==> src/rtl/mkdpc_pkg.sv <==
package mkdpc_pkg;

  localparam int NUM_KEYS    = 7;
  localparam int QUEUE_DEPTH = 16;
  localparam int LEVEL_BITS  = 7;
  localparam int TIME_W      = 32;
  localparam int CFG_W       = 16;
  localparam int CFG_IDX_W   = 1;
  localparam int PHASE_W     = 3;
  localparam int KIDX_W      = 3;
  localparam int ACT_W       = 3;
  localparam int KEY_W       = (NUM_KEYS > 1) ? $clog2(NUM_KEYS) : 1;
  localparam int CNT_W       = $clog2(QUEUE_DEPTH);
  localparam int EVT_LIMIT   = QUEUE_DEPTH - 1;

  localparam logic [CFG_IDX_W-1:0] REG_DEBOUNCE   = 1'd0;
  localparam logic [CFG_IDX_W-1:0] REG_LONG_PRESS = 1'd1;

  localparam logic [CFG_W-1:0] DEBOUNCE_RST   = 16'd20;
  localparam logic [CFG_W-1:0] LONG_PRESS_RST = 16'd1000;

  localparam logic [PHASE_W-1:0] PH_IDLE       = 3'd0;
  localparam logic [PHASE_W-1:0] PH_PRESS_DB   = 3'd1;
  localparam logic [PHASE_W-1:0] PH_DETECT     = 3'd2;
  localparam logic [PHASE_W-1:0] PH_LONG       = 3'd3;
  localparam logic [PHASE_W-1:0] PH_RELEASE_DB = 3'd4;

  localparam logic [ACT_W-1:0] ACT_ENTER      = 3'd0;
  localparam logic [ACT_W-1:0] ACT_EXIT_SHORT = 3'd1;
  localparam logic [ACT_W-1:0] ACT_EXIT_LONG  = 3'd2;
  localparam logic [ACT_W-1:0] ACT_UP         = 3'd3;
  localparam logic [ACT_W-1:0] ACT_DOWN       = 3'd4;

  localparam logic [KIDX_W-1:0] KEY_SET      = 3'd0;
  localparam logic [KIDX_W-1:0] KEY_EXIT     = 3'd1;
  localparam logic [KIDX_W-1:0] KEY_UP       = 3'd2;
  localparam logic [KIDX_W-1:0] KEY_DOWN     = 3'd3;
  localparam logic [KIDX_W-1:0] KEY_ALT_SET  = 3'd4;
  localparam logic [KIDX_W-1:0] KEY_ALT_UP   = 3'd5;
  localparam logic [KIDX_W-1:0] KEY_ALT_DOWN = 3'd6;

  typedef struct packed {
    logic [PHASE_W-1:0] phase;
    logic [TIME_W-1:0]  mark;
  } key_ent_t;

  typedef struct packed {
    key_ent_t ent;
    logic     event_v;
    logic     event_long;
  } key_upd_t;

  typedef struct packed {
    logic [KIDX_W-1:0] key_index;
    logic              press_kind;
    logic [ACT_W-1:0]  action_code;
  } evt_t;

  function automatic logic [ACT_W-1:0] action_of(logic [KIDX_W-1:0] key, logic long_press);
    logic [ACT_W-1:0] act;
    case (key)
      KEY_SET:      act = ACT_ENTER;
      KEY_EXIT:     act = long_press ? ACT_EXIT_LONG : ACT_EXIT_SHORT;
      KEY_UP:       act = ACT_UP;
      KEY_DOWN:     act = ACT_DOWN;
      KEY_ALT_SET:  act = ACT_ENTER;
      KEY_ALT_UP:   act = ACT_UP;
      KEY_ALT_DOWN: act = ACT_DOWN;
      default:      act = ACT_ENTER;
    endcase
    return act;
  endfunction

endpackage

==> src/rtl/mkdpc_scan_if.sv <==
interface mkdpc_scan_if import mkdpc_pkg::*; ();
  logic                  valid;
  logic                  ready;
  logic [LEVEL_BITS-1:0] key_levels;
  logic [TIME_W-1:0]     now_ms;

  modport source(output valid, output key_levels, output now_ms, input ready);
  modport sink(input valid, input key_levels, input now_ms, output ready);
endinterface

interface mkdpc_evt_if import mkdpc_pkg::*; ();
  logic              valid;
  logic              ready;
  logic [KIDX_W-1:0] key_index;
  logic              press_kind;
  logic [ACT_W-1:0]  action_code;
  logic              last_event;

  modport source(output valid, output key_index, output press_kind, output action_code,
                 output last_event, input ready);
  modport sink(input valid, input key_index, input press_kind, input action_code,
               input last_event, output ready);
endinterface

==> src/rtl/mkdpc_ram.sv <==
module mkdpc_ram #(
  parameter int WIDTH = 8,
  parameter int DEPTH = 8
) (
  input  logic                                     clk_i,
  input  logic                                     wr_en_i,
  input  logic [((DEPTH > 1) ? $clog2(DEPTH) : 1)-1:0] wr_addr_i,
  input  logic [WIDTH-1:0]                         wr_data_i,
  input  logic                                     rd_en_i,
  input  logic [((DEPTH > 1) ? $clog2(DEPTH) : 1)-1:0] rd_addr_i,
  output logic [WIDTH-1:0]                         rd_data_o
);

  logic [WIDTH-1:0] mem_q [DEPTH];
  logic [WIDTH-1:0] rd_data_q;

  always_ff @(posedge clk_i) begin
    if (wr_en_i) begin
      mem_q[wr_addr_i] <= wr_data_i;
    end
    if (rd_en_i) begin
      rd_data_q <= mem_q[rd_addr_i];
    end
  end

  assign rd_data_o = rd_data_q;

endmodule

==> src/rtl/mkdpc_key_fsm.sv <==
module mkdpc_key_fsm import mkdpc_pkg::*; (
  input  key_ent_t          ent_i,
  input  logic              pressed_i,
  input  logic [TIME_W-1:0] now_i,
  input  logic [CFG_W-1:0]  debounce_i,
  input  logic [CFG_W-1:0]  long_press_i,
  output key_upd_t          upd_o
);

  logic [TIME_W-1:0] elapsed;
  logic              db_done;
  logic              long_done;

  assign elapsed   = now_i - ent_i.mark;
  assign db_done   = elapsed >= TIME_W'(debounce_i);
  assign long_done = elapsed >= TIME_W'(long_press_i);

  always_comb begin
    upd_o            = '0;
    upd_o.ent        = ent_i;
    case (ent_i.phase)
      PH_IDLE: begin
        if (pressed_i) begin
          upd_o.ent.phase = PH_PRESS_DB;
          upd_o.ent.mark  = now_i;
        end
      end
      PH_PRESS_DB: begin
        if (db_done) begin
          upd_o.ent.phase = pressed_i ? PH_DETECT : PH_IDLE;
        end
      end
      PH_DETECT: begin
        if (pressed_i) begin
          if (long_done) begin
            upd_o.event_v    = 1'b1;
            upd_o.event_long = 1'b1;
            upd_o.ent.mark   = now_i;
            upd_o.ent.phase  = PH_LONG;
          end
        end else begin
          upd_o.event_v   = 1'b1;
          upd_o.ent.mark  = now_i;
          upd_o.ent.phase = PH_RELEASE_DB;
        end
      end
      PH_LONG: begin
        if (!pressed_i) begin
          upd_o.ent.mark  = now_i;
          upd_o.ent.phase = PH_RELEASE_DB;
        end
      end
      PH_RELEASE_DB: begin
        if (pressed_i) begin
          upd_o.ent.phase = PH_PRESS_DB;
          upd_o.ent.mark  = now_i;
        end else if (db_done) begin
          upd_o.ent.phase = PH_IDLE;
        end
      end
      default: begin
        upd_o.ent.phase = PH_IDLE;
      end
    endcase
  end

endmodule

==> src/rtl/mkdpc_evq.sv <==
module mkdpc_evq import mkdpc_pkg::*; (
  input  logic        clk_i,
  input  logic        rst_ni,
  input  logic        push_i,
  input  evt_t        push_evt_i,
  input  logic        flush_i,
  output logic        push_ok_o,
  output logic        flush_done_o,
  mkdpc_evt_if.source evt_o
);

  logic pend_valid_q, pend_valid_d;
  evt_t pend_q;
  logic out_valid_q, out_valid_d;
  evt_t out_q;
  logic out_last_q;
  logic out_free;
  logic load_out;
  logic load_last;

  assign out_free     = !out_valid_q || evt_o.ready;
  assign push_ok_o    = !pend_valid_q || out_free;
  assign flush_done_o = !pend_valid_q || out_free;

  assign load_out  = pend_valid_q && out_free && (push_i || flush_i);
  assign load_last = flush_i && !push_i;

  always_comb begin
    pend_valid_d = pend_valid_q;
    out_valid_d  = out_valid_q && !evt_o.ready;
    if (load_out) begin
      out_valid_d  = 1'b1;
      pend_valid_d = 1'b0;
    end
    if (push_i) begin
      pend_valid_d = 1'b1;
    end
  end

  always_ff @(posedge clk_i or negedge rst_ni) begin
    if (!rst_ni) begin
      pend_valid_q <= 1'b0;
      out_valid_q  <= 1'b0;
    end else begin
      pend_valid_q <= pend_valid_d;
      out_valid_q  <= out_valid_d;
    end
  end

  always_ff @(posedge clk_i) begin
    if (push_i) begin
      pend_q <= push_evt_i;
    end
    if (load_out) begin
      out_q      <= pend_q;
      out_last_q <= load_last;
    end
  end

  assign evt_o.valid       = out_valid_q;
  assign evt_o.key_index   = out_q.key_index;
  assign evt_o.press_kind  = out_q.press_kind;
  assign evt_o.action_code = out_q.action_code;
  assign evt_o.last_event  = out_last_q;

endmodule

==> src/rtl/multi_key_debounce_press_classifier_unit.sv <==
// Debounce and short/long press classification for a bank of keys.
//
// scan_i carries one scan per beat: active-low key levels and a millisecond
// timestamp. evt_o carries one press event per beat, in key order, with
// last_event set on the final event of a scan. A scan with no event gives no
// beat on evt_o. cfg_we_i/cfg_idx_i/cfg_data_i write debounce_ms (index 0)
// and long_press_ms (index 1); write them only while no scan is in flight.
//
// Per-key phase and mark time sit in a single-port-read RAM; each key is
// read, updated and written back in turn. From one accept to the next a
// scan passes through the key walk, the flush state and the idle state that
// takes the next scan. An event waits in the pending register and moves to
// the output register on a later push or on the flush.
//
// Reset returns every key to idle with mark zero through per-entry valid
// bits, with no clearing pass, and restores the register defaults.
// When evt_o stalls, the output register and one pending event fill; a key
// with an event then holds the walk until the receiver takes a beat; scan_i
// stays low ready until the scan's last event is in the output register.
module multi_key_debounce_press_classifier_unit import mkdpc_pkg::*; (
  input  logic                 clk_i,
  input  logic                 rst_ni,
  input  logic                 cfg_we_i,
  input  logic [CFG_IDX_W-1:0] cfg_idx_i,
  input  logic [CFG_W-1:0]     cfg_data_i,
  mkdpc_scan_if.sink           scan_i,
  mkdpc_evt_if.source          evt_o
);

  localparam logic [1:0] ST_IDLE  = 2'd0;
  localparam logic [1:0] ST_EVAL  = 2'd1;
  localparam logic [1:0] ST_FLUSH = 2'd2;

  localparam logic [KEY_W-1:0] KEY_LAST = KEY_W'(NUM_KEYS - 1);

  logic [1:0]            state_q, state_d;
  logic [KEY_W-1:0]      key_q, key_d;
  logic [CNT_W-1:0]      cnt_q, cnt_d;
  logic [NUM_KEYS-1:0]   ent_valid_q;
  logic [LEVEL_BITS-1:0] levels_q;
  logic [TIME_W-1:0]     now_q;
  logic [CFG_W-1:0]      debounce_q;
  logic [CFG_W-1:0]      long_press_q;

  logic                  scan_acc;
  logic                  rd_en;
  logic [KEY_W-1:0]      rd_addr;
  logic                  wr_en;
  key_ent_t              rd_ent;
  key_ent_t              cur_ent;
  key_upd_t              upd;
  logic [NUM_KEYS-1:0]   lvl_pad;
  logic                  pressed;
  logic                  has_level;
  logic                  keep_evt;
  logic                  stall;
  logic                  push;
  logic                  flush;
  logic                  push_ok;
  logic                  flush_done;
  evt_t                  push_evt;

  assign scan_i.ready = (state_q == ST_IDLE);
  assign scan_acc     = scan_i.valid && scan_i.ready;

  always_comb begin
    for (int k = 0; k < NUM_KEYS; k++) begin
      lvl_pad[k] = (k < LEVEL_BITS) ? levels_q[k] : 1'b1;
    end
  end

  assign pressed   = !lvl_pad[key_q];
  assign has_level = 32'(key_q) < 32'(LEVEL_BITS);
  assign cur_ent   = ent_valid_q[key_q] ? rd_ent : key_ent_t'{phase: PH_IDLE, mark: '0};

  mkdpc_key_fsm u_key_fsm (
    .ent_i        (cur_ent),
    .pressed_i    (pressed),
    .now_i        (now_q),
    .debounce_i   (debounce_q),
    .long_press_i (long_press_q),
    .upd_o        (upd)
  );

  assign keep_evt = upd.event_v && has_level && (cnt_q < CNT_W'(EVT_LIMIT));
  assign stall    = keep_evt && !push_ok;

  assign push_evt.key_index   = KIDX_W'(key_q);
  assign push_evt.press_kind  = upd.event_long;
  assign push_evt.action_code = action_of(KIDX_W'(key_q), upd.event_long);

  always_comb begin
    state_d = state_q;
    key_d   = key_q;
    cnt_d   = cnt_q;
    rd_en   = 1'b0;
    rd_addr = '0;
    wr_en   = 1'b0;
    push    = 1'b0;
    flush   = 1'b0;
    case (state_q)
      ST_IDLE: begin
        if (scan_acc) begin
          rd_en   = 1'b1;
          key_d   = '0;
          cnt_d   = '0;
          state_d = ST_EVAL;
        end
      end
      ST_EVAL: begin
        if (!stall) begin
          wr_en = 1'b1;
          push  = keep_evt;
          if (keep_evt) begin
            cnt_d = cnt_q + 1'b1;
          end
          if (key_q == KEY_LAST) begin
            state_d = ST_FLUSH;
          end else begin
            rd_en   = 1'b1;
            rd_addr = key_q + 1'b1;
            key_d   = key_q + 1'b1;
          end
        end
      end
      ST_FLUSH: begin
        flush = 1'b1;
        if (flush_done) begin
          state_d = ST_IDLE;
        end
      end
      default: begin
        state_d = ST_IDLE;
      end
    endcase
  end

  mkdpc_ram #(
    .WIDTH ($bits(key_ent_t)),
    .DEPTH (NUM_KEYS)
  ) u_key_ram (
    .clk_i     (clk_i),
    .wr_en_i   (wr_en),
    .wr_addr_i (key_q),
    .wr_data_i (upd.ent),
    .rd_en_i   (rd_en),
    .rd_addr_i (rd_addr),
    .rd_data_o (rd_ent)
  );

  mkdpc_evq u_evq (
    .clk_i        (clk_i),
    .rst_ni       (rst_ni),
    .push_i       (push),
    .push_evt_i   (push_evt),
    .flush_i      (flush),
    .push_ok_o    (push_ok),
    .flush_done_o (flush_done),
    .evt_o        (evt_o)
  );

  always_ff @(posedge clk_i or negedge rst_ni) begin
    if (!rst_ni) begin
      state_q      <= ST_IDLE;
      key_q        <= '0;
      cnt_q        <= '0;
      ent_valid_q  <= '0;
      debounce_q   <= DEBOUNCE_RST;
      long_press_q <= LONG_PRESS_RST;
    end else begin
      state_q <= state_d;
      key_q   <= key_d;
      cnt_q   <= cnt_d;
      if (wr_en) begin
        ent_valid_q[key_q] <= 1'b1;
      end
      if (cfg_we_i && cfg_idx_i == REG_DEBOUNCE) begin
        debounce_q <= cfg_data_i;
      end
      if (cfg_we_i && cfg_idx_i == REG_LONG_PRESS) begin
        long_press_q <= cfg_data_i;
      end
    end
  end

  always_ff @(posedge clk_i) begin
    if (scan_acc) begin
      levels_q <= scan_i.key_levels;
      now_q    <= scan_i.now_ms;
    end
  end

endmodule

==> src/flat_wrapper.sv <==
// flat-port wrapper written by rule: the top's interface ports become plain ports
module multi_key_debounce_press_classifier_unit_flat import mkdpc_pkg::*;
  (clk_i, rst_ni, cfg_we_i, cfg_idx_i, cfg_data_i, scan_i_valid, scan_i_key_levels, scan_i_now_ms, scan_i_ready, evt_o_valid, evt_o_key_index, evt_o_press_kind, evt_o_action_code, evt_o_last_event, evt_o_ready);
  mkdpc_scan_if scan_i_i ();
  mkdpc_evt_if evt_o_i ();
  input  logic clk_i;
  input  logic rst_ni;
  input  logic cfg_we_i;
  input  logic [CFG_IDX_W-1:0] cfg_idx_i;
  input  logic [CFG_W-1:0] cfg_data_i;
  input wire logic [$bits(scan_i_i.valid)-1:0] scan_i_valid;
  input wire logic [$bits(scan_i_i.key_levels)-1:0] scan_i_key_levels;
  input wire logic [$bits(scan_i_i.now_ms)-1:0] scan_i_now_ms;
  output wire logic [$bits(scan_i_i.ready)-1:0] scan_i_ready;
  output wire logic [$bits(evt_o_i.valid)-1:0] evt_o_valid;
  output wire logic [$bits(evt_o_i.key_index)-1:0] evt_o_key_index;
  output wire logic [$bits(evt_o_i.press_kind)-1:0] evt_o_press_kind;
  output wire logic [$bits(evt_o_i.action_code)-1:0] evt_o_action_code;
  output wire logic [$bits(evt_o_i.last_event)-1:0] evt_o_last_event;
  input wire logic [$bits(evt_o_i.ready)-1:0] evt_o_ready;
  assign scan_i_i.valid = scan_i_valid;
  assign scan_i_i.key_levels = scan_i_key_levels;
  assign scan_i_i.now_ms = scan_i_now_ms;
  assign scan_i_ready = scan_i_i.ready;
  assign evt_o_valid = evt_o_i.valid;
  assign evt_o_key_index = evt_o_i.key_index;
  assign evt_o_press_kind = evt_o_i.press_kind;
  assign evt_o_action_code = evt_o_i.action_code;
  assign evt_o_last_event = evt_o_i.last_event;
  assign evt_o_i.ready = evt_o_ready;
  multi_key_debounce_press_classifier_unit u_core (.clk_i(clk_i), .rst_ni(rst_ni), .cfg_we_i(cfg_we_i), .cfg_idx_i(cfg_idx_i), .cfg_data_i(cfg_data_i), .scan_i(scan_i_i), .evt_o(evt_o_i));
endmodule
==> config.mk <==
export PLATFORM = sky130hd
export DESIGN_NAME = multi_key_debounce_press_classifier_unit_flat
export DESIGN_NICKNAME = d
export VERILOG_FILES = /design/src/rtl/mkdpc_pkg.sv /design/src/rtl/mkdpc_scan_if.sv /design/src/rtl/mkdpc_ram.sv /design/src/rtl/mkdpc_key_fsm.sv /design/src/rtl/mkdpc_evq.sv /design/src/rtl/multi_key_debounce_press_classifier_unit.sv /design/src/flat_wrapper.sv
export SDC_FILE = /design/constraint.sdc
export NUM_CORES = 1
export LEC_CHECK = 0
export ABC_AREA = 1
export BUFFER_PORTS_ARGS = -buffer_cell sky130_fd_sc_hd__buf_2
export CAP_MARGIN = 40
export CORE_MARGIN = 5
export CORE_UTILIZATION = 65
export DETAILED_ROUTE_END_ITERATION = 10
export PLACE_DENSITY = 0.83
export SYNTH_ARGS = -nofsm -noshare
export SYNTH_HDL_FRONTEND = slang
export SYNTH_SLANG_ARGS = --single-unit
==> constraint.sdc <==
create_clock -name clk_i -period 14.7 [get_ports clk_i]
set_clock_uncertainty 0.05 [all_clocks]
set_input_delay 2.94 -clock clk_i [delete_from_list [all_inputs] [get_ports clk_i]]
set_output_delay 2.94 -clock clk_i [all_outputs]
set_load 0.01 [all_outputs]
==> results of run 1 <==
synthesized netlist by cell type, drive strengths merged, types with 2 or more instances:
master	n
ha	69
o22ai	2
xnor2	4
dfrtp	42
a41oi	21
a31oi	3
dfstp	8
nor2	100
xor2	13
a21oi	103
or2	6
and2	3
buf	50
clkbuf	56
o31ai	2
nand3	148
o211ai	21
nand4	77
a22oi	8
a21o	2
nand2	680
nor3	17
o21a	2
inv	455
nand3b	4
edfxtp	334
o21ai	166
critical path, delay by kind of cell (launching register included):
| family | cells | cell delay, ns |
|---|---|---|
| fa+ha+maj | 3 | 0.74 |
| buf+inv | 7 | 2.18 |
| simple gates | 20 | 3.79 |
| compound gates | 2 | 0.47 |
| flops | 1 | 0.51 |
| xor+xnor | 1 | 0.29 |
cell type report:
class / count / area (um2) / area share [%]
flip-flops and latches: 384 / 11300 / 49.5
repair buffers: 93 / 606 / 2.66
inverters: 455 / 1710 / 7.49
multi-input cells: 1461 / 7440 / 32.6
clock inverters: 17 / 163 / 0.713
well taps: 402 / 503 / 2.21
clock buffers: 55 / 1100 / 4.81
sequential cells by signal, summed over array words and instances, names as in the netlist:
name and cells:
u_core.u_evq.evt_o.key_index 3, u_core.debounce_q 16, u_core.now_q 32, u_core.u_evq.evt_o.action_code 3, u_core.key_q 3, u_core.u_evq.evt_o.last_event 1, u_core.u_key_ram.mem_q 245, u_core.long_press_q 16
u_core.u_key_ram.rd_data_o 35, u_core.state_q 2, u_core.cnt_q 4, u_core.levels_q 7, u_core.u_evq.pend_valid_q 1, u_core.u_evq.evt_o.press_kind 1, u_core.u_evq.pend_q 7, u_core.u_evq.evt_o.valid 1
u_core.ent_valid_q 7
per-layer routing:
metal  routed length [um]  vias to the layer above  track usage [%]  share of wire (%)
li1                     -                     7959                -                  -
met1                21200                     7721             39.9                 41
met2                24000                      847             45.8                 47
met3                 5030                       96             4.57                9.8
met4                 1200                        0             8.94                2.3
met5                    0                        -                0                  0
cell families after synthesis:
kind of cell	count (synthesis)
xor gates and xnor gates	17
AOI/OAI and AO/OA	338
DFF	384
and+or+nand+nor	1036
adders and majority gates	70
buffers and inverters	561
final timing paths:
kind / end / cells after the start / slack [ns] / from
max: u_core.u_key_ram.rd_data_o[7] / 33 / 6.42 / u_core.key_q[0]
max reg2reg: u_core.u_key_ram.rd_data_o[7] / 33 / 6.42 / u_core.key_q[0]
min reg2reg: u_core.u_evq.evt_o.action_code[0] / 0 / 0.37 / u_core.u_evq.pend_q[0]
min in group asynchronous: u_core.long_press_q[10] / 1 / 2.33 / rst_ni
min: u_core.u_evq.evt_o.action_code[0] / 0 / 0.37 / u_core.u_evq.pend_q[0]
max in group asynchronous: u_core.debounce_q[2] / 2 / 11.65 / rst_ni
per-stage QoR:
step	util, %	hold WS (ns)
2_1_floorplan	-	0.350
3_3_place_gp	67.7	0.355
3_5_place_dp	68.1	0.358
4_1_cts	72.1	0.369
5_1_grt	72.1	0.370
6_report	72.1	0.370
==> out/metrics.cfg, run 1 <==
[clock_network]
path_clk_slew_ns = 0.06
numCtsBuffers = 40
clockBufferDepth = 3
htreeDepth = 2
clock_latency_ns = 0.56
clock_sinks = 384
cts-root-buf = clkbuf_16
cts_tree = done
post_cts_resized = 0
post_cts_buffers = 0
postCtsHoldBufs = 0

[logic_synthesis]
synth_top_area_cell = edfxtp_1
synthTopCellsByArea = edfxtp_1 (48%), nand2_1 (12%), inv_1 (7.8%)
synth_xor_area_share_pct = 0.715
synth_nets = 2537
synth_area_per_cell_um2 = 8.66
yosys.area_share.simple_pct = 21.2
synth_edf_count = 334
synthMuxAreaShare_pct = 0
synth_compound_area_share_pct = 9.11
async_flop_share_pct = 13.0
synth_top_family_by_area = simple AND/OR/NAND/NOR gates
ys_ff_latch = 384
synthAdderAreaFrac_pct = 4.24
synthFlopType = edfxtp_1
seq_area_frac_synth_pct = 54.2
syn_area_mm2 = 0.0208
ys_types = 51
synth_top_area_share_pct = 48.1
yosys_warnings = 0
synth_cells = 2406

[timing]
setup_ws_ns = 6.42
fin_crit_sh_pct = 56.3
slew_headroom_pct = 30.8
grt_setup_unrepaired = false
final_max_slew_viol_count = 0
timing.fmax_mhz = 121
finalSetupTns_ns = 0
finalSetupViolations = 0
tightest_slew_ns = 1.02
fin_crit_ns = 8.28
hold_viol_final = 0

[place]
gp_congestion = 1.00
dp_cells = 2794
port_buffers = 70
dp_slack_ns = 6.60
hpwl_mm = 33.4
place_area_mm2 = 0.0215

[die]
dieArea_mm2 = 0.0357
io_pins = 71
core_mm2 = 0.0316
fp.dieW_um = 189
die_y_um = 189
rows = 65
start_util_pct = 65.9

[drt]
viasPerCell = 5.80
drc = 0
routedWlPerCell_um = 17.9
num_vias = 16600
drt-total-wl_mm = 51.5
drtAntennaViolNets = 0
first_iter_violations = 1946
drt-pass1-iter-count = 6

[worst_setup_path]
crit_path_end_kind = flip-flop
required_ns = 15.07
crit_top_cell = nand2_1
crit_type = reg2reg
critical_path.max_fanout = 80
slowest_stage = inv_2
max_stage_delay_ns = 0.82
worst_setup_path_start_kind = flip-flop
worstPathArrival_ns = 8.65

[grt]
overflow = 0
grt_max_degree = 112
antenna_found_initial = 0
grt_pass1_wl_mm = 81.4
grt_pass1_vias = 15800
grtUsageTotal_pct = 28.3

[cells_and_area]
antennaDiodeCount = 0
layout_commonest_cell = nand2_1
drive_gt1_share_pct = 8.56
fin_nets = 2566
syn_to_final_growth_pct = 9.45
layout.cells.non_filler = 2867
fillerInstances = 2253
design_area_mm2 = 0.0228
final_cell_mix = nand2_1 (675), inv_1 (432), edfxtp_1 (334), nand3_1 (145), o21ai_0 (132)

[status]
status = finished, final reports clean

[min_path]
min_path_type = reg2reg

[run]
cap_violations = 0

Power of run 1 is not shown: default switching activity piles up to over one toggle a cycle in this logic, so the estimate is an artifact.
==> inputs of run 2 (changes only) <==
CORE_UTILIZATION = 63   (was 65)
PLACE_DENSITY = 0.81   (was 0.83)
clock period = 7.8 ns   (was 14.7 ns; I/O delays follow)
==> out/metrics.cfg, run 2 (synthesis results as in run 1) <==
[place]
hpwl_mm = 35.2
gp_congestion = 0.966
port_buffers = 70

[cells_and_area]
syn_to_final_growth_pct = 9.97
antennaDiodeCount = 0
final_cell_mix = nand2_1 (675), inv_1 (432), edfxtp_1 (334), nand3_1 (145), o21ai_0 (132)
fin_nets = 2573
layout_commonest_cell = nand2_1
regMostFlops = u_core.u_key_ram.mem_q
largest_register_ffs = 245
drive_gt1_share_pct = 8.66

[die]
dieArea_mm2 = 0.0368
io_pins = 71
core_mm2 = 0.0326
start_util_pct = 63.9
die_y_um = 192
fp.dieW_um = 192
rows = 66

[clock_network]
clockBufferDepth = 3
postCtsHoldBufs = 0
htreeDepth = 2
path_clk_slew_ns = 0.06
clock_sinks = 384
numCtsBuffers = 40
clock_latency_ns = 0.57
cts-root-buf = clkbuf_16
cts_tree = done

[grt]
antenna_found_initial = 0
grt_pass1_vias = 16300
grt_max_degree = 96
grtUsageTotal_pct = 29.0
grt_pass1_wl_mm = 83.9
overflow = 0

[worst_setup_path]
max_stage_delay_ns = 0.68
worstPathArrival_ns = 7.44
slowest_stage = dfrtp_1
critical_path.max_fanout = 72
crit_top_cell = nand2_1
crit_path_end_kind = flip-flop
required_ns = 8.07
worst_setup_path_start_kind = flip-flop
crit_type = reg2reg

[drt]
drc = 0
drt-pass1-iter-count = 6
drtAntennaViolNets = 0
first_iter_violations = 1858
drt-total-wl_mm = 53.1
viasPerCell = 5.76
num_vias = 16800
routedWlPerCell_um = 18.2

[timing]
tightest_slew_ns = 0.988
finalSetupViolations = 0
timing.fmax_mhz = 139
fin_crit_ns = 7.18
hold_viol_final = 0
grt_setup_unrepaired = false
hold_slack_ns = 0.370
finalSetupTns_ns = 0
slew_headroom_pct = 33.8
fin_crit_sh_pct = 92.0
final_max_slew_viol_count = 0

[status]
status = finished, final reports clean

[run]
cap_violations = 0

[min_path]
min_path_type = reg2reg

## run 2: cell count changes in the layout (fill, tap and decap cells not counted), sizes merged
cell / before / now
inv: 456 / 458
bufinv: 1 / 2
clkbuf: 56 / 51
clkinv: 14 / 16
clkinvlp: 1 / 0
buf: 92 / 99
## run 2: layer usage
metal	vias to the layer above	global-route usage, %	share of wire, %
met3	125	4.13	9.9
met1	7888	39.3	39
met5	-	0	0
met2	817	47.9	47
li1	7954	-	-
met4	0	11.2	3.4
## run 2: cell type report
| type | instances | area [um2] |
|---|---|---|
| clock buffer | 50 | 1040 |
| clock inverter | 21 | 198 |
| fill | 2366 | 9700 |
| inverter | 455 | 1710 |
| multi-input combinational | 1461 | 7440 |
| sequential | 384 | 11300 |
| tap | 442 | 553 |
| timing repair buffer | 100 | 689 |
## run 2: final timing paths
check,start,end,slack (ns),cells after the start
worst min-delay path,u_core.u_evq.pend_q[6],u_core.u_evq.evt_o.key_index[2],0.37,0
worst max register to register,u_core.key_q[2],u_core.u_key_ram.rd_data_o[2],0.62,30
max in group asynchronous,rst_ni,u_core.debounce_q[2],6.17,2
min in group asynchronous,rst_ni,u_core.debounce_q[5],0.93,1
worst max-delay path,u_core.key_q[2],u_core.u_key_ram.rd_data_o[2],0.62,30
worst min register to register,u_core.u_evq.pend_q[6],u_core.u_evq.evt_o.key_index[2],0.37,0
## run 2: stage by stage
step	util, %	setup WS (ns)	cells	instance area, um2
after global placement	65.9	0.904	2832	21500
after floorplan	-	0.0968	2406	20800
after detailed placement	66.4	0.667	2839	21600
after global routing	70.3	0.159	2913	22900
after CTS	70.1	0.604	2910	22900
final	70.3	0.625	2913	22900
## run 2: repair_timing
item,in CTS,in global routing
buffers inserted,0,0
resized for setup,0,1
endpoints found under the hold margin,0,0
setup endpoints to repair,0,1
## run 2: worst max-delay path: cells and delay by family, from the launching register on
family | cells | cell delay (ns)
xor+xnor | 1 | 0.29
simple gates | 16 | 2.60
flops | 1 | 0.68
buf+inv | 7 | 1.54
fa+ha+maj | 3 | 0.92
compound gates | 3 | 0.80
Power of run 2 is left out for the same reason.
